[config.mk]
export PLATFORM = sky130hd
export DESIGN_NAME = rssi_proximity_lock_control_flat
export DESIGN_NICKNAME = d
export VERILOG_FILES = /design/src/rtl/rplc_pkg.sv /design/src/rtl/rplc_if.sv /design/src/rtl/rplc_datapath.sv /design/src/rtl/rplc_controller.sv /design/src/rtl/rssi_proximity_lock_control.sv /design/src/flat_wrapper.sv
export SDC_FILE = /design/constraint.sdc
export NUM_CORES = 1
export LEC_CHECK = 0
export BUFFER_PORTS_ARGS = -buffer_cell sky130_fd_sc_hd__buf_2
export CAP_MARGIN = 20
export CELL_PAD_IN_SITES_DETAIL_PLACEMENT = 1
export CELL_PAD_IN_SITES_GLOBAL_PLACEMENT = 2
export CORE_ASPECT_RATIO = 1.1
export CORE_MARGIN = 8
export CORE_UTILIZATION = 40
export DETAILED_ROUTE_END_ITERATION = 8
export PLACE_DENSITY_LB_ADDON = 0.1
export SYNTH_ARGS = -nofsm -noshare
export SYNTH_HDL_FRONTEND = slang
export SYNTH_HIERARCHICAL = 1
export SYNTH_SLANG_ARGS = --single-unit
[constraint.sdc]
create_clock -name i_clk -period 6.8 [get_ports i_clk]
set_clock_uncertainty 0.05 [all_clocks]
set_input_delay 0.68 -clock i_clk [delete_from_list [all_inputs] [get_ports i_clk]]
set_output_delay 0.68 -clock i_clk [all_outputs]
set_load 0.01 [all_outputs]
[src/rtl/rplc_pkg.sv]
`default_nettype none
// ----------------------------------------------------------------------------
// Proximity lock control package
// Shared widths, codes and channel payload types of the proximity lock block.
// ----------------------------------------------------------------------------
package rplc_pkg;

    localparam int WINDOW   = 5;
    localparam int SMP_W    = 8;
    localparam int AVG_W    = 16;
    localparam int FRAC_W   = 8;
    localparam int CD_W     = 26;
    localparam int SLOT_W   = (WINDOW > 1) ? $clog2(WINDOW) : 1;
    localparam int CNT_W    = $clog2(WINDOW + 1);
    localparam int SUM_W    = SMP_W + CNT_W;
    localparam int PR_W     = SMP_W + CNT_W + 1;
    localparam int MAG_W    = SUM_W + FRAC_W;
    localparam int DIV_R    = 4;
    localparam int DIV_CYC  = (MAG_W + DIV_R - 1) / DIV_R;
    localparam int DIV_PW   = DIV_CYC * DIV_R;
    localparam int DC_W     = (DIV_CYC > 1) ? $clog2(DIV_CYC) : 1;
    localparam int OP_W     = 4;
    localparam int KIND_W   = 2;
    localparam int CFG_IDX_W  = 2;
    localparam int CFG_DATA_W = CD_W;

    localparam logic [CD_W-1:0] COOLDOWN_RESET = CD_W'(60000);
    localparam logic [CD_W-1:0] CNT_MAX        = '1;

    localparam logic [CFG_IDX_W-1:0] CFG_TRIGGER  = CFG_IDX_W'(0);
    localparam logic [CFG_IDX_W-1:0] CFG_RELEASE  = CFG_IDX_W'(1);
    localparam logic [CFG_IDX_W-1:0] CFG_COOLDOWN = CFG_IDX_W'(2);

    typedef enum logic [OP_W-1:0] {
        OP_TICK       = 4'd0,
        OP_SAMPLE     = 4'd1,
        OP_LOCK       = 4'd2,
        OP_UNLOCK     = 4'd3,
        OP_CONNECT    = 4'd4,
        OP_DISCONNECT = 4'd5,
        OP_PROX_ON    = 4'd6,
        OP_PROX_OFF   = 4'd7,
        OP_REPORT     = 4'd8
    } t_op;

    typedef enum logic [KIND_W-1:0] {
        KIND_LOCKED   = 2'd0,
        KIND_UNLOCKED = 2'd1,
        KIND_REPORT   = 2'd2
    } t_kind;

    typedef enum logic [2:0] {
        ST_IDLE,
        ST_SUM,
        ST_DIV_LOAD,
        ST_DIV,
        ST_DECIDE,
        ST_EMIT
    } t_state;

    typedef struct packed {
        logic [OP_W-1:0]         op;
        logic signed [SMP_W-1:0] rssi_sample;
    } t_in_item;

    typedef struct packed {
        logic [KIND_W-1:0]       kind;
        logic                    by_proximity;
        logic                    notify;
        logic                    locked_now;
        logic signed [AVG_W-1:0] avg_rssi;
        logic                    last;
    } t_out_item;

    typedef struct packed {
        logic [CFG_IDX_W-1:0]  reg_idx;
        logic [CFG_DATA_W-1:0] wdata;
    } t_cfg_item;

    typedef struct packed {
        logic  smp_write;
        logic  sum_step;
        logic  div_load;
        logic  div_step;
        logic  tick;
        logic  since_clear;
        logic  out_load;
        t_kind out_kind;
        logic  out_prox;
        logic  out_notify;
        logic  out_locked;
        logic  out_last;
        logic  out_use_avg;
    } t_dp_cmd;

    typedef struct packed {
        logic sum_last;
        logic div_last;
        logic below;
        logic above;
        logic trig_nz;
        logic prox_ok;
    } t_dp_sts;

endpackage
`default_nettype wire

[src/rtl/rplc_if.sv]
`default_nettype none
// ----------------------------------------------------------------------------
// Proximity lock control channels
// Valid/ready channel interfaces for input items, results and register writes.
// ----------------------------------------------------------------------------
interface rplc_in_if;
    logic               valid;
    logic               ready;
    rplc_pkg::t_in_item data;

    modport source (output valid, output data, input ready);
    modport sink (input valid, input data, output ready);
endinterface

interface rplc_out_if;
    logic                valid;
    logic                ready;
    rplc_pkg::t_out_item data;

    modport source (output valid, output data, input ready);
    modport sink (input valid, input data, output ready);
endinterface

interface rplc_cfg_if;
    logic                valid;
    logic                ready;
    rplc_pkg::t_cfg_item data;

    modport source (output valid, output data, input ready);
    modport sink (input valid, input data, output ready);
endinterface
`default_nettype wire

[src/rtl/rplc_datapath.sv]
`default_nettype none
// ----------------------------------------------------------------------------
// Proximity lock datapath
// Sample ring, serial sum, radix-16 divider, level compares, hold-off counter,
// configuration registers and the result register.
// ----------------------------------------------------------------------------
module rplc_datapath (
    input  wire logic                i_clk,
    input  wire logic                i_rst_n,
    input  wire rplc_pkg::t_dp_cmd   i_cmd,
    output rplc_pkg::t_dp_sts        o_sts,
    input  wire logic signed [rplc_pkg::SMP_W-1:0] i_sample,
    input  wire logic                i_cfg_we,
    input  wire rplc_pkg::t_cfg_item i_cfg,
    output rplc_pkg::t_out_item      o_result
);

    logic signed [rplc_pkg::SMP_W-1:0] r_ring [rplc_pkg::WINDOW];
    logic [rplc_pkg::SLOT_W-1:0]       r_slot;
    logic                              r_full;
    logic [rplc_pkg::CNT_W-1:0]        r_cnt;
    logic [rplc_pkg::SLOT_W-1:0]       r_idx;
    logic signed [rplc_pkg::SUM_W-1:0] r_sum;
    logic [rplc_pkg::DIV_PW-1:0]       r_quo;
    logic [rplc_pkg::CNT_W-1:0]        r_rem;
    logic                              r_neg;
    logic [rplc_pkg::DC_W-1:0]         r_dcnt;
    logic signed [rplc_pkg::SMP_W-1:0] r_trigger;
    logic signed [rplc_pkg::SMP_W-1:0] r_release;
    logic [rplc_pkg::CD_W-1:0]         r_cooldown;
    logic [rplc_pkg::CD_W-1:0]         r_since;
    rplc_pkg::t_out_item               r_out;

    logic [rplc_pkg::SLOT_W-1:0]       w_slot_eff;
    logic [rplc_pkg::CNT_W-1:0]        w_slot_nxt;
    logic [rplc_pkg::SUM_W-1:0]        w_mag;
    logic [rplc_pkg::DIV_PW-1:0]       n_quo;
    logic [rplc_pkg::CNT_W-1:0]        n_rem;
    logic [rplc_pkg::AVG_W-1:0]        w_q16;
    logic signed [rplc_pkg::AVG_W-1:0] w_avg;
    logic signed [rplc_pkg::PR_W-1:0]  w_cnt_s;
    logic signed [rplc_pkg::PR_W-1:0]  w_rel_prod;
    logic signed [rplc_pkg::PR_W-1:0]  w_trg_prod;
    logic signed [rplc_pkg::PR_W-1:0]  w_sum_ext;

    assign w_slot_eff = (rplc_pkg::CNT_W'(r_slot) < rplc_pkg::CNT_W'(rplc_pkg::WINDOW))
                        ? r_slot : '0;
    assign w_slot_nxt = rplc_pkg::CNT_W'(w_slot_eff) + rplc_pkg::CNT_W'(1);
    assign w_mag      = r_sum[rplc_pkg::SUM_W-1] ? rplc_pkg::SUM_W'(-r_sum)
                                                 : rplc_pkg::SUM_W'(r_sum);

    always_comb begin
        logic [rplc_pkg::CNT_W:0] t;
        logic                     ge;
        n_quo = r_quo;
        n_rem = r_rem;
        for (int j = 0; j < rplc_pkg::DIV_R; j++) begin
            t     = {n_rem, n_quo[rplc_pkg::DIV_PW-1]};
            ge    = (t >= {1'b0, r_cnt});
            n_rem = ge ? rplc_pkg::CNT_W'(t - {1'b0, r_cnt}) : t[rplc_pkg::CNT_W-1:0];
            n_quo = {n_quo[rplc_pkg::DIV_PW-2:0], ge};
        end
    end

    assign w_q16 = r_quo[rplc_pkg::AVG_W-1:0];
    assign w_avg = r_neg ? $signed(-w_q16) : $signed(w_q16);

    assign w_cnt_s    = $signed({{(rplc_pkg::PR_W-rplc_pkg::CNT_W){1'b0}}, r_cnt});
    assign w_rel_prod = rplc_pkg::PR_W'(r_release) * w_cnt_s;
    assign w_trg_prod = rplc_pkg::PR_W'(r_trigger) * w_cnt_s;
    assign w_sum_ext  = rplc_pkg::PR_W'(r_sum);

    assign o_sts.sum_last = (rplc_pkg::CNT_W'(r_idx) == (r_cnt - rplc_pkg::CNT_W'(1)));
    assign o_sts.div_last = (r_dcnt == '0);
    assign o_sts.below    = (w_sum_ext < w_rel_prod);
    assign o_sts.above    = (w_sum_ext > w_trg_prod);
    assign o_sts.trig_nz  = (r_trigger != '0);
    assign o_sts.prox_ok  = (r_cooldown == '0) || (r_since >= r_cooldown);

    always_ff @(posedge i_clk) begin
        if (!i_rst_n) begin
            r_slot     <= '0;
            r_full     <= 1'b0;
            r_cnt      <= '0;
            r_idx      <= '0;
            r_dcnt     <= '0;
            r_trigger  <= '0;
            r_release  <= '0;
            r_cooldown <= rplc_pkg::COOLDOWN_RESET;
            r_since    <= '0;
        end else begin
            if (i_cfg_we) begin
                case (i_cfg.reg_idx)
                    rplc_pkg::CFG_TRIGGER:  r_trigger  <= i_cfg.wdata[rplc_pkg::SMP_W-1:0];
                    rplc_pkg::CFG_RELEASE:  r_release  <= i_cfg.wdata[rplc_pkg::SMP_W-1:0];
                    rplc_pkg::CFG_COOLDOWN: r_cooldown <= i_cfg.wdata[rplc_pkg::CD_W-1:0];
                    default: ;
                endcase
            end
            if (i_cmd.smp_write) begin
                r_idx <= '0;
                if (w_slot_nxt >= rplc_pkg::CNT_W'(rplc_pkg::WINDOW)) begin
                    r_slot <= '0;
                    r_full <= 1'b1;
                    r_cnt  <= rplc_pkg::CNT_W'(rplc_pkg::WINDOW);
                end else begin
                    r_slot <= rplc_pkg::SLOT_W'(w_slot_nxt);
                    r_cnt  <= r_full ? rplc_pkg::CNT_W'(rplc_pkg::WINDOW) : w_slot_nxt;
                end
            end
            if (i_cmd.sum_step) begin
                r_idx <= r_idx + rplc_pkg::SLOT_W'(1);
            end
            if (i_cmd.div_load) begin
                r_dcnt <= rplc_pkg::DC_W'(rplc_pkg::DIV_CYC - 1);
            end else if (i_cmd.div_step) begin
                r_dcnt <= r_dcnt - rplc_pkg::DC_W'(1);
            end
            if (i_cmd.since_clear) begin
                r_since <= '0;
            end else if (i_cmd.tick && (r_since != rplc_pkg::CNT_MAX)) begin
                r_since <= r_since + rplc_pkg::CD_W'(1);
            end
        end
    end

    always_ff @(posedge i_clk) begin
        if (i_cmd.smp_write) begin
            r_ring[w_slot_eff] <= i_sample;
            r_sum              <= '0;
        end
        if (i_cmd.sum_step) begin
            r_sum <= r_sum + rplc_pkg::SUM_W'(r_ring[r_idx]);
        end
        if (i_cmd.div_load) begin
            r_quo <= rplc_pkg::DIV_PW'({w_mag, {rplc_pkg::FRAC_W{1'b0}}});
            r_rem <= '0;
            r_neg <= r_sum[rplc_pkg::SUM_W-1];
        end else if (i_cmd.div_step) begin
            r_quo <= n_quo;
            r_rem <= n_rem;
        end
        if (i_cmd.out_load) begin
            r_out.kind         <= i_cmd.out_kind;
            r_out.by_proximity <= i_cmd.out_prox;
            r_out.notify       <= i_cmd.out_notify;
            r_out.locked_now   <= i_cmd.out_locked;
            r_out.avg_rssi     <= i_cmd.out_use_avg ? w_avg : '0;
            r_out.last         <= i_cmd.out_last;
        end
    end

    assign o_result = r_out;

endmodule
`default_nettype wire

[src/rtl/rplc_controller.sv]
`default_nettype none
// ----------------------------------------------------------------------------
// Proximity lock controller
// Sequences each request, holds the lock, link and mode flags, and decides
// which results a request produces and in what order.
// ----------------------------------------------------------------------------
module rplc_controller (
    input  wire logic                       i_clk,
    input  wire logic                       i_rst_n,
    input  wire logic                       i_in_valid,
    input  wire logic [rplc_pkg::OP_W-1:0]  i_op,
    output logic                            o_in_ready,
    output logic                            o_out_valid,
    input  wire logic                       i_out_ready,
    output rplc_pkg::t_dp_cmd               o_cmd,
    input  wire rplc_pkg::t_dp_sts          i_sts
);

    rplc_pkg::t_state r_state, n_state;
    logic             r_locked, n_locked;
    logic             r_link, n_link;
    logic             r_auto, n_auto;
    logic             r_report, n_report;
    logic             r_need_rep, n_need_rep;
    logic             r_need_act, n_need_act;
    rplc_pkg::t_kind  r_act_kind, n_act_kind;
    logic             r_act_prox, n_act_prox;
    logic             r_act_avg, n_act_avg;
    logic             r_out_valid, n_out_valid;
    logic             w_out_free;
    logic             w_accept;

    assign w_out_free  = !r_out_valid || i_out_ready;
    assign o_in_ready  = (r_state == rplc_pkg::ST_IDLE);
    assign w_accept    = i_in_valid && o_in_ready;
    assign o_out_valid = r_out_valid;

    always_ff @(posedge i_clk) begin
        if (!i_rst_n) begin
            r_state     <= rplc_pkg::ST_IDLE;
            r_locked    <= 1'b1;
            r_link      <= 1'b0;
            r_auto      <= 1'b0;
            r_report    <= 1'b0;
            r_need_rep  <= 1'b0;
            r_need_act  <= 1'b0;
            r_act_kind  <= rplc_pkg::KIND_LOCKED;
            r_act_prox  <= 1'b0;
            r_act_avg   <= 1'b0;
            r_out_valid <= 1'b0;
        end else begin
            r_state     <= n_state;
            r_locked    <= n_locked;
            r_link      <= n_link;
            r_auto      <= n_auto;
            r_report    <= n_report;
            r_need_rep  <= n_need_rep;
            r_need_act  <= n_need_act;
            r_act_kind  <= n_act_kind;
            r_act_prox  <= n_act_prox;
            r_act_avg   <= n_act_avg;
            r_out_valid <= n_out_valid;
        end
    end

    always_comb begin
        n_state     = r_state;
        n_locked    = r_locked;
        n_link      = r_link;
        n_auto      = r_auto;
        n_report    = r_report;
        n_need_rep  = r_need_rep;
        n_need_act  = r_need_act;
        n_act_kind  = r_act_kind;
        n_act_prox  = r_act_prox;
        n_act_avg   = r_act_avg;
        n_out_valid = r_out_valid && !i_out_ready;
        o_cmd       = '0;
        o_cmd.out_kind = rplc_pkg::KIND_LOCKED;

        case (r_state)
            rplc_pkg::ST_IDLE: begin
                if (w_accept) begin
                    case (i_op)
                        rplc_pkg::OP_TICK: begin
                            o_cmd.tick = 1'b1;
                        end
                        rplc_pkg::OP_SAMPLE: begin
                            o_cmd.smp_write = 1'b1;
                            n_state = rplc_pkg::ST_SUM;
                        end
                        rplc_pkg::OP_LOCK, rplc_pkg::OP_UNLOCK: begin
                            n_need_act = 1'b1;
                            n_act_kind = (i_op == rplc_pkg::OP_LOCK) ? rplc_pkg::KIND_LOCKED
                                                                     : rplc_pkg::KIND_UNLOCKED;
                            n_act_prox = 1'b0;
                            n_act_avg  = 1'b0;
                            n_state    = rplc_pkg::ST_EMIT;
                        end
                        rplc_pkg::OP_CONNECT: begin
                            n_link = 1'b1;
                        end
                        rplc_pkg::OP_DISCONNECT: begin
                            n_link = 1'b0;
                            n_auto = 1'b0;
                            if (r_auto && !r_locked) begin
                                n_need_act = 1'b1;
                                n_act_kind = rplc_pkg::KIND_LOCKED;
                                n_act_prox = 1'b1;
                                n_act_avg  = 1'b0;
                                n_state    = rplc_pkg::ST_EMIT;
                            end
                        end
                        rplc_pkg::OP_PROX_ON: begin
                            n_auto = 1'b1;
                        end
                        rplc_pkg::OP_PROX_OFF: begin
                            n_auto = 1'b0;
                        end
                        rplc_pkg::OP_REPORT: begin
                            n_report = 1'b1;
                        end
                        default: ;
                    endcase
                end
            end
            rplc_pkg::ST_SUM: begin
                o_cmd.sum_step = 1'b1;
                if (i_sts.sum_last) begin
                    n_state = rplc_pkg::ST_DIV_LOAD;
                end
            end
            rplc_pkg::ST_DIV_LOAD: begin
                o_cmd.div_load = 1'b1;
                n_state = rplc_pkg::ST_DIV;
            end
            rplc_pkg::ST_DIV: begin
                o_cmd.div_step = 1'b1;
                if (i_sts.div_last) begin
                    n_state = rplc_pkg::ST_DECIDE;
                end
            end
            rplc_pkg::ST_DECIDE: begin
                n_need_rep = r_report;
                n_report   = 1'b0;
                n_act_prox = 1'b1;
                n_act_avg  = 1'b1;
                if (r_auto && i_sts.trig_nz && i_sts.prox_ok) begin
                    if (i_sts.below) begin
                        if (!r_locked) begin
                            n_need_act = 1'b1;
                            n_act_kind = rplc_pkg::KIND_LOCKED;
                        end
                    end else if (i_sts.above && r_locked) begin
                        n_need_act = 1'b1;
                        n_act_kind = rplc_pkg::KIND_UNLOCKED;
                    end
                end
                n_state = rplc_pkg::ST_EMIT;
            end
            rplc_pkg::ST_EMIT: begin
                if (!r_need_rep && !r_need_act) begin
                    n_state = rplc_pkg::ST_IDLE;
                end else if (w_out_free) begin
                    o_cmd.out_load   = 1'b1;
                    o_cmd.out_notify = r_link;
                    n_out_valid      = 1'b1;
                    if (r_need_rep) begin
                        o_cmd.out_kind    = rplc_pkg::KIND_REPORT;
                        o_cmd.out_prox    = 1'b0;
                        o_cmd.out_locked  = r_locked;
                        o_cmd.out_use_avg = 1'b1;
                        o_cmd.out_last    = !r_need_act;
                        n_need_rep        = 1'b0;
                        if (!r_need_act) begin
                            n_state = rplc_pkg::ST_IDLE;
                        end
                    end else begin
                        o_cmd.out_kind    = r_act_kind;
                        o_cmd.out_prox    = r_act_prox;
                        o_cmd.out_locked  = (r_act_kind == rplc_pkg::KIND_LOCKED);
                        o_cmd.out_use_avg = r_act_avg;
                        o_cmd.out_last    = 1'b1;
                        o_cmd.since_clear = r_act_prox;
                        n_locked          = (r_act_kind == rplc_pkg::KIND_LOCKED);
                        n_need_act        = 1'b0;
                        n_state           = rplc_pkg::ST_IDLE;
                    end
                end
            end
            default: begin
                n_state = rplc_pkg::ST_IDLE;
            end
        endcase
    end

    a_sample_starts_sum: assert property (@(posedge i_clk) disable iff (!i_rst_n)
        (w_accept && i_op == rplc_pkg::OP_SAMPLE) |=> (r_state == rplc_pkg::ST_SUM))
        else $error("sample did not start the sum pass");

    a_load_only_when_free: assert property (@(posedge i_clk) disable iff (!i_rst_n)
        o_cmd.out_load |-> (!r_out_valid || i_out_ready))
        else $error("result register overwritten while still held");

    a_last_ends_request: assert property (@(posedge i_clk) disable iff (!i_rst_n)
        (o_cmd.out_load && o_cmd.out_last) |=> (r_state == rplc_pkg::ST_IDLE))
        else $error("final result did not end the request");

    a_tick_keeps_lock: assert property (@(posedge i_clk) disable iff (!i_rst_n)
        (w_accept && i_op == rplc_pkg::OP_TICK) |=> $stable(r_locked))
        else $error("tick changed the lock state");

    a_report_not_proximity: assert property (@(posedge i_clk) disable iff (!i_rst_n)
        (o_cmd.out_load && o_cmd.since_clear) |-> !r_need_rep)
        else $error("proximity action sent ahead of pending report");

endmodule
`default_nettype wire

[src/rtl/rssi_proximity_lock_control.sv]
`default_nettype none
// ----------------------------------------------------------------------------
// RSSI proximity lock control
// Smooths signal-strength samples over a ring of up to WINDOW entries and
// locks or unlocks on a hysteresis pair of levels, with a millisecond hold-off.
// ----------------------------------------------------------------------------
// Usage:
// Requests enter on i_in (op, rssi_sample) and results leave on o_out; both
// are valid/ready channels. Register writes enter on i_cfg, which is always
// ready, and must only be issued while no request is in progress.
// One request is worked on at a time. Tick, connect, mode and report requests
// produce no result; lock and unlock do, and so does disconnect while in
// proximity mode and unlocked. A sample is written to the ring, summed
// serially over the n samples averaged (1 to WINDOW), divided by n in DIV_CYC
// (5 here) radix-16 divider steps and compared with the levels; a pending
// report is emitted before any lock or unlock result that the sample causes.
// A result waits in the output register while the receiver stalls; the next
// request is taken meanwhile, but a result of its own waits until the register
// is free, and no further request is taken until then.
// Reset clears the sample history, selects locked, link down, proximity mode
// off, and loads the hold-off with its default of 60000 ms.
// ----------------------------------------------------------------------------
module rssi_proximity_lock_control (
    input  wire logic   i_clk,
    input  wire logic   i_rst_n,
    rplc_in_if.sink     i_in,
    rplc_out_if.source  o_out,
    rplc_cfg_if.sink    i_cfg
);

    rplc_pkg::t_dp_cmd w_cmd;
    rplc_pkg::t_dp_sts w_sts;
    logic              w_cfg_we;

    assign i_cfg.ready = 1'b1;
    assign w_cfg_we    = i_cfg.valid && i_cfg.ready;

    rplc_controller u_ctrl (
        .i_clk       (i_clk),
        .i_rst_n     (i_rst_n),
        .i_in_valid  (i_in.valid),
        .i_op        (i_in.data.op),
        .o_in_ready  (i_in.ready),
        .o_out_valid (o_out.valid),
        .i_out_ready (o_out.ready),
        .o_cmd       (w_cmd),
        .i_sts       (w_sts)
    );

    rplc_datapath u_dp (
        .i_clk    (i_clk),
        .i_rst_n  (i_rst_n),
        .i_cmd    (w_cmd),
        .o_sts    (w_sts),
        .i_sample (i_in.data.rssi_sample),
        .i_cfg_we (w_cfg_we),
        .i_cfg    (i_cfg.data),
        .o_result (o_out.data)
    );

endmodule
`default_nettype wire
[src/flat_wrapper.sv]
// flat-port wrapper written by rule: the top's interface ports become plain ports
module rssi_proximity_lock_control_flat 
  (i_clk, i_rst_n, i_in_valid, i_in_data, i_in_ready, o_out_valid, o_out_data, o_out_ready, i_cfg_valid, i_cfg_data, i_cfg_ready);
  rplc_in_if i_in_i ();
  rplc_out_if o_out_i ();
  rplc_cfg_if i_cfg_i ();
  input  wire logic i_clk;
  input  wire logic i_rst_n;
  input wire logic [$bits(i_in_i.valid)-1:0] i_in_valid;
  input wire logic [$bits(i_in_i.data)-1:0] i_in_data;
  output wire logic [$bits(i_in_i.ready)-1:0] i_in_ready;
  output wire logic [$bits(o_out_i.valid)-1:0] o_out_valid;
  output wire logic [$bits(o_out_i.data)-1:0] o_out_data;
  input wire logic [$bits(o_out_i.ready)-1:0] o_out_ready;
  input wire logic [$bits(i_cfg_i.valid)-1:0] i_cfg_valid;
  input wire logic [$bits(i_cfg_i.data)-1:0] i_cfg_data;
  output wire logic [$bits(i_cfg_i.ready)-1:0] i_cfg_ready;
  assign i_in_i.valid = i_in_valid;
  assign i_in_i.data = i_in_data;
  assign i_in_ready = i_in_i.ready;
  assign o_out_valid = o_out_i.valid;
  assign o_out_data = o_out_i.data;
  assign o_out_i.ready = o_out_ready;
  assign i_cfg_i.valid = i_cfg_valid;
  assign i_cfg_i.data = i_cfg_data;
  assign i_cfg_ready = i_cfg_i.ready;
  rssi_proximity_lock_control u_core (.i_clk(i_clk), .i_rst_n(i_rst_n), .i_in(i_in_i), .o_out(o_out_i), .i_cfg(i_cfg_i));
endmodule
# Word-level counts from Yosys, hierarchy flattened
# Memories as Yosys holds them, arrays and structs flattened. A register that Yosys moved wholly into a read port is not among the register bits.
# Cells that the tools add are included.
# word_totals
ff_bits	152
mem_bits_rw	40
in_bits	45
output_inout_bits	25
word_cells	227
memories	1
# mem_list
name	depth	width	read_ports	rd_clocked_by_memory_dff	wr	line	rtl
u_core.u_dp.r_ring	5	8	1	1	1	rplc_datapath.sv:18	logic signed [rplc_pkg::SMP_W-1:0] r_ring [rplc_pkg::WINDOW];
# op_classes
add_sub_neg	12
mul	2
magnitude_cmp	9
eq_ne	32
muxes	85
bitwise	5
reduce_logical	48
# op_table
cell	n
$mux 3	24
$mux 19	2
$mux 11	3
$mux 1	32
$mux 9	3
$add 26x1->26 const B	1
$ge 26x26->1	1
$logic_not 26->1	1
$ne 26x26->1 const B	1
$mul 8x4->12	2
$pmux 1 s2	9
$pmux 3 s6	1
$eq 4x3->1 const B	4
$ge 4x3->1	4
$mux 16	1
$neg 16->16	1
$reduce_and 7->1	2
$gt 11x12->1	1
$lt 11x12->1	1
$mux 2	6
$ne 2x2->1 const B	6
$ne 3x3->1 const B	4
$reduce_and 3->1	4
$reduce_bool 2->1	6
other kinds (38)	73

# Logic depth before layout (Yosys ltp)
# logic_depth
word_depth	9
ltp_mapped	29
mapped_depth_nobuf	29

# Modules after synthesis
# Netlist, hierarchy kept.
# by_module_without_submodules
module	n_inst	cells_each	area_per_inst_um2
rplc_datapath	1	1200	11641.2
rplc_controller	1	115	904.6
rssi_proximity_lock_control	1	2	11.3

# Worst setup path after synthesis
# Ideal clock, no wire load.
# synth_path
kind	reg-to-reg
from	register u_core/u_dp/r_cnt[2] (netlist bit)
to	register u_core/u_dp/r_rem[1] (netlist bit)
setup_time_ns	0.132
t_arrival_ns	5.479
required_ns	6.618
slack_ns	1.138
path_stages_with_launch	28
path_buffers	2
path_cell_list	dfxtp_1 > clkbuf_1 > clkbuf_1 > inv_1 > ha_1 > a211oi_1 > nand2_1 > mux2i_1 > inv_1 > ha_1 > a221oi_4 > nor2_1 > a21oi_1 > inv_1 > fa_1 > a21bo_2 > a21oi_1 > and3_4 > or2_4 > a21oi_2 > inv_1 > fa_1 > a21o_1 > a21oi_1 > o31a_1 > o211ai_4 > nand3_1 > o311ai_2
# synth_between
elab_chain_cells	8
elab_cells_between_ends	12
# synth_rtl
item	line	rtl
from (decl)	rplc_datapath.sv:21	logic [rplc_pkg::CNT_W-1:0] r_cnt;
from (signal assigned)	rplc_datapath.sv:105	r_cnt <= rplc_pkg::CNT_W'(rplc_pkg::WINDOW);
from (signal assigned)	rplc_datapath.sv:108	r_cnt <= r_full ? rplc_pkg::CNT_W'(rplc_pkg::WINDOW) : w_slot_nxt;
$ge 4x3->1 / $sub 3x3->3 (equally long branches)	rplc_datapath.sv:59, rplc_datapath.sv:60	
$mux 3	rplc_datapath.sv:60	n_rem = ge ? rplc_pkg::CNT_W'(t - {1'b0, r_cnt}) : t[rplc_pkg::CNT_W-1:0];
$ge 4x3->1 / $sub 3x3->3 (equally long branches)	rplc_datapath.sv:59, rplc_datapath.sv:60	
$mux 3	rplc_datapath.sv:60	
$ge 4x3->1 / $sub 3x3->3 (equally long branches)	rplc_datapath.sv:59, rplc_datapath.sv:60	
$mux 3	rplc_datapath.sv:60	
$ge 4x3->1 / $sub 3x3->3 (equally long branches)	rplc_datapath.sv:59, rplc_datapath.sv:60	
$mux 3 (*)	rplc_datapath.sv:60	
to (signal assigned)	rplc_datapath.sv:141	r_rem <= n_rem;
to (decl)	rplc_datapath.sv:25	logic [rplc_pkg::CNT_W-1:0] r_rem;
# Mark *: on every way between the ends. The rest lies on a longest branch, timed or not.
# A chain may end at the register's enable or synchronous reset.

# Final worst setup path
# layout_path
from	register u_core/u_dp/r_cnt[1] (netlist bit)
to	register u_core/u_dp/r_rem[1] (netlist bit)
# Same word-level chain as after synthesis.

==> results by group <==
Cells and area
  • Area growth syn-to-layout: 11.3%
  • Share of cells above drive strength 1: 12.0%
  • Design area: 14000 um^2
  • Ant diodes: 0
  • Nets: 1559
  • Final instance count without filler cells: 1804

Placement
  • Worst slack, placed: 455 ps
  • Placed Cells incl. Taps: 1771
  • Dpl cell area: 13400 um^2
  • Port Buffers: 68
  • Dpl hpwl: 23100 um
  • Routability cong.: 0.764

Drt
  • ANT nets after route: 0
  • # DRC: 0
  • DR vias/cell: 5.15
  • Drt wl/cell: 16.9 um
  • 1st-pass router iterations: 4
  • DRT Wirelength: 30400 um
  • Vias: 9293
  • Initial DRC count: 293

Synthesis
  • Synth Area in Compound Gates: 12.0%
  • Ys async rst share: 0%
  • Top FF cell, synth: dfxtp_1
  • Synth Area in Adders: 15.6%
  • Syn Area/Cell: 9.53 um^2
  • Post-synth EDFFs: 85
  • Mux contribution to synthesized area: 4.62%
  • Sequential fraction of the synthesis area: 37.7%
  • Yosys warning count: 6
  • #FFs+latches synth: 194
  • Post-Synth Simple-Gate Area: 19.0%
  • Largest family of logic cells by synthesized area: simple AND/OR/NAND/NOR gates
  • Yosys cell types: 83
  • Syn Nets: 1505
  • Synthesized cell area: 12600 um^2
  • Synth Area in XOR/XNOR: 4.95%
  • Post-Synthesis Cells: 1317

Setup path
  • WP data required: 7070 ps
  • Worst setup SP type: register
  • Arrival time worst endpoint: 6540 ps
  • Setup CP Type: reg2reg
  • Crit Path Max Fanout: 11
  • CP endpoint kind: register
  • R2R depth: 26

STA
  • Max Fclk: 160 MHz
  • Final worst setup slack: 532 ps
  • Worst Tran Pin Value: 1050 ps
  • Fin. max-slew vios: 0
  • Slew HR: 29.7%
  • Tcrit/Tclk final: 92.2%
  • TNS Setup: 0 ps
  • Tmin final: 6270 ps
  • RSZ-0062 raised after global routing: no
  • Hold_ws: 403 ps
  • Final Hold Fails: 0
  • Final setup vio count: 0

Die
  • Initial Util: 40.3%
  • Row count: 68
  • # IOs: 70
  • Die area: 37300 um^2
  • Die height: 202 um
  • Core ar.: 31100 um^2
  • Die X: 185 um

Hold path
  • WHS Path Cells: 1
  • Hold/Removal Path Class: in2reg

Global routing
  • Grt total ovfl: 0
  • Tot GR Track Use: 16.8%
  • Vias in the first global route: 9598
  • Busiest grt layer: met2
  • Initial antenna violation count: 0
  • Met1 usage: 21.6%
  • GR Util met3: 2.71%
  • First-pass GRT wire length: 50200 um
  • Grt met2 use: 28.7%
  • Largest net degree at the start of global routing: 63

Clock tree
  • Sinks on Clock Net: 194
  • CTS Buffer Depth: 2
  • H-tree levels: 4
  • Root buffer cell: clkbuf_16
  • TritonCTS Buffers: 17
  • Post-cts sizing count: 0
  • CTS tree: built
  • Total setup buffers inserted after CTS: 0
  • Hold buffer count at cts: 0
  • Clock Latency Late Sink: 450 ps
  • Clock-pin slew on the worst setup and hold paths: 80 ps

Pwr
  • Worst VDD drop: 0.000116 V
  • Static Leak: 5.71 nW
  • Pwr dens: 183 nW/um^2

Run status
  • Status: complete, no violations

Job
  • Max_cap viols: 0
## synth_stat cells, drive strengths merged (4+ instances only)
library cell	instances	area share, %
nor3b	7	0.42
o31ai	6	0.36
o21ai	47	1.9
a21o	18	1.1
or2	6	0.32
o21a	8	0.48
edfxtp	85	20
xor2	23	1.6
nand2	112	3.3
mux2	8	0.72
ha	122	12
clkbuf	36	1.1
or4	5	0.33
and4	4	0.28
a211oi	10	0.68
and3	15	0.79
and2	56	2.8
or3b	4	0.28
nand2b	19	0.95
nor4	16	0.85
nor3	29	1.2
dfxtp	109	17
a21oi	51	2.1
buf	12	0.53
a221oi	5	0.68
and3b	5	0.35
o211ai	9	0.65
nor2	73	2.2
mux2i	31	2.5
fa	21	3.3
nor2b	38	1.9
mux4	8	1.4
a31oi	5	0.25
nand3	19	0.80
xnor2	48	3.3
nand3b	5	0.30
a21boi	24	1.4
a22o	6	0.42
inv	149	4.5
nand4	17	0.90
o311ai	4	0.34
or3	13	0.65
## stage by stage
step / util (%) / power [mW]
floorplan: - / 1.48
global placement: 42.8 / 1.56
detailed placement: 42.9 / 1.56
CTS: 44.8 / 2.60
global route: 44.9 / 2.68
finish: 44.9 / 2.56
## state kept, by name (all words and copies together) (netlist names), 3 cells and up, named ones only
| name | flops |
|---|---|
| u_core/u_dp/r_ring | 40 |
| u_core/u_dp/r_cooldown | 26 |
| u_core/u_dp/r_since | 26 |
| u_core/u_dp/o_result | 22 |
| u_core/u_dp/r_quo | 20 |
| u_core/u_dp/r_sum | 11 |
| u_core/u_dp/r_release | 8 |
| u_core/u_dp/r_trigger | 8 |
| u_core/u_ctrl/r_state | 3 |
| u_core/u_dp/r_cnt | 3 |
| u_core/u_dp/r_dcnt | 3 |
| u_core/u_dp/r_idx | 3 |
| u_core/u_dp/r_rem | 3 |
| u_core/u_dp/r_slot | 3 |
## metal layers
metal  vias to the layer above  part of all wire, %
met4                         0                  1.5
met3                        24                  3.2
li1                       4665                    -
met2                        93                   49
met5                         -                    0
met1                      4511                   47
## layout by cell type (no fill, tap or decap), types with 6 or more instances in the layout
master     instances
a211oi_1           8
a21boi_0          24
a21o_1            18
a21oi_1           50
a22o_1             6
and2_1            56
and3_1            14
buf_2             68
buf_4             13
clkbuf_16         17
dfxtp_1          109
edfxtp_1          85
fa_1              21
ha_1             122
inv_1            149
mux2_2             8
mux2i_1           31
mux4_2             8
nand2_1          112
nand2b_1          19
nand3_1           18
nand4_1           16
nor2_1            70
nor2b_1           38
nor3_1            24
nor3b_1            6
nor4_1            15
o211ai_1           8
o21a_1             8
o21ai_0           41
o21ai_1            6
o31ai_1            6
or3_1             13
xnor2_1           48
xor2_1            23
## area by class of cell
type | count | area, um^2
multi-input cells | 926 | 7080
inverters | 149 | 559
repair buffers | 83 | 480
flip-flops and latches | 194 | 4730
well taps | 420 | 526
clock inverters | 15 | 164
clock buffers | 17 | 425
fillers | 3598 | 17200
## final timing paths
kind / startpoint / to / slack [ps]
setup reg to reg: u_core/u_dp/r_cnt[1] / u_core/u_dp/r_rem[1] / 530
hold reg to reg: u_core/u_ctrl/r_report / u_core/u_ctrl/r_need_rep / 440
setup / recovery: u_core/u_dp/r_cnt[1] / u_core/u_dp/r_rem[1] / 530
hold / removal: i_in_data[7] / u_core/u_dp/r_ring[1][7] / 400
## worst max-delay path, cell delays in order (launching register included)
cell and delay [ps]:
dfxtp_1 600, inv_1 320, fa_1 560, a211oi_1 280, nand2_1 100, mux2i_1 270
inv_1 90, ha_1 340, a221oi_4 270, buf_4 200, nor2_1 50, a21oi_1 160
inv_1 80, fa_1 420, a21bo_2 200, a21oi_1 90, and3_4 230, or2_4 260
a21oi_2 180, inv_1 100, fa_1 430, a21o_1 170, a21oi_1 130, o31a_1 190
o211ai_4 130, nand3_1 130, o311ai_2 100
## power by group
part / switching, mW / internal, mW
Sequential: 0.0321 / 1.23
Combinational: 0.150 / 0.123
Clock: 0.528 / 0.493
## cells by family after synthesis
group,after synthesis
buf+inv,197
mux,47
flops,194
fa+ha+maj,144
simple gates,447
other cells,1
compound gates,216
xor+xnor,71
(Power assumes the default switching activity.)
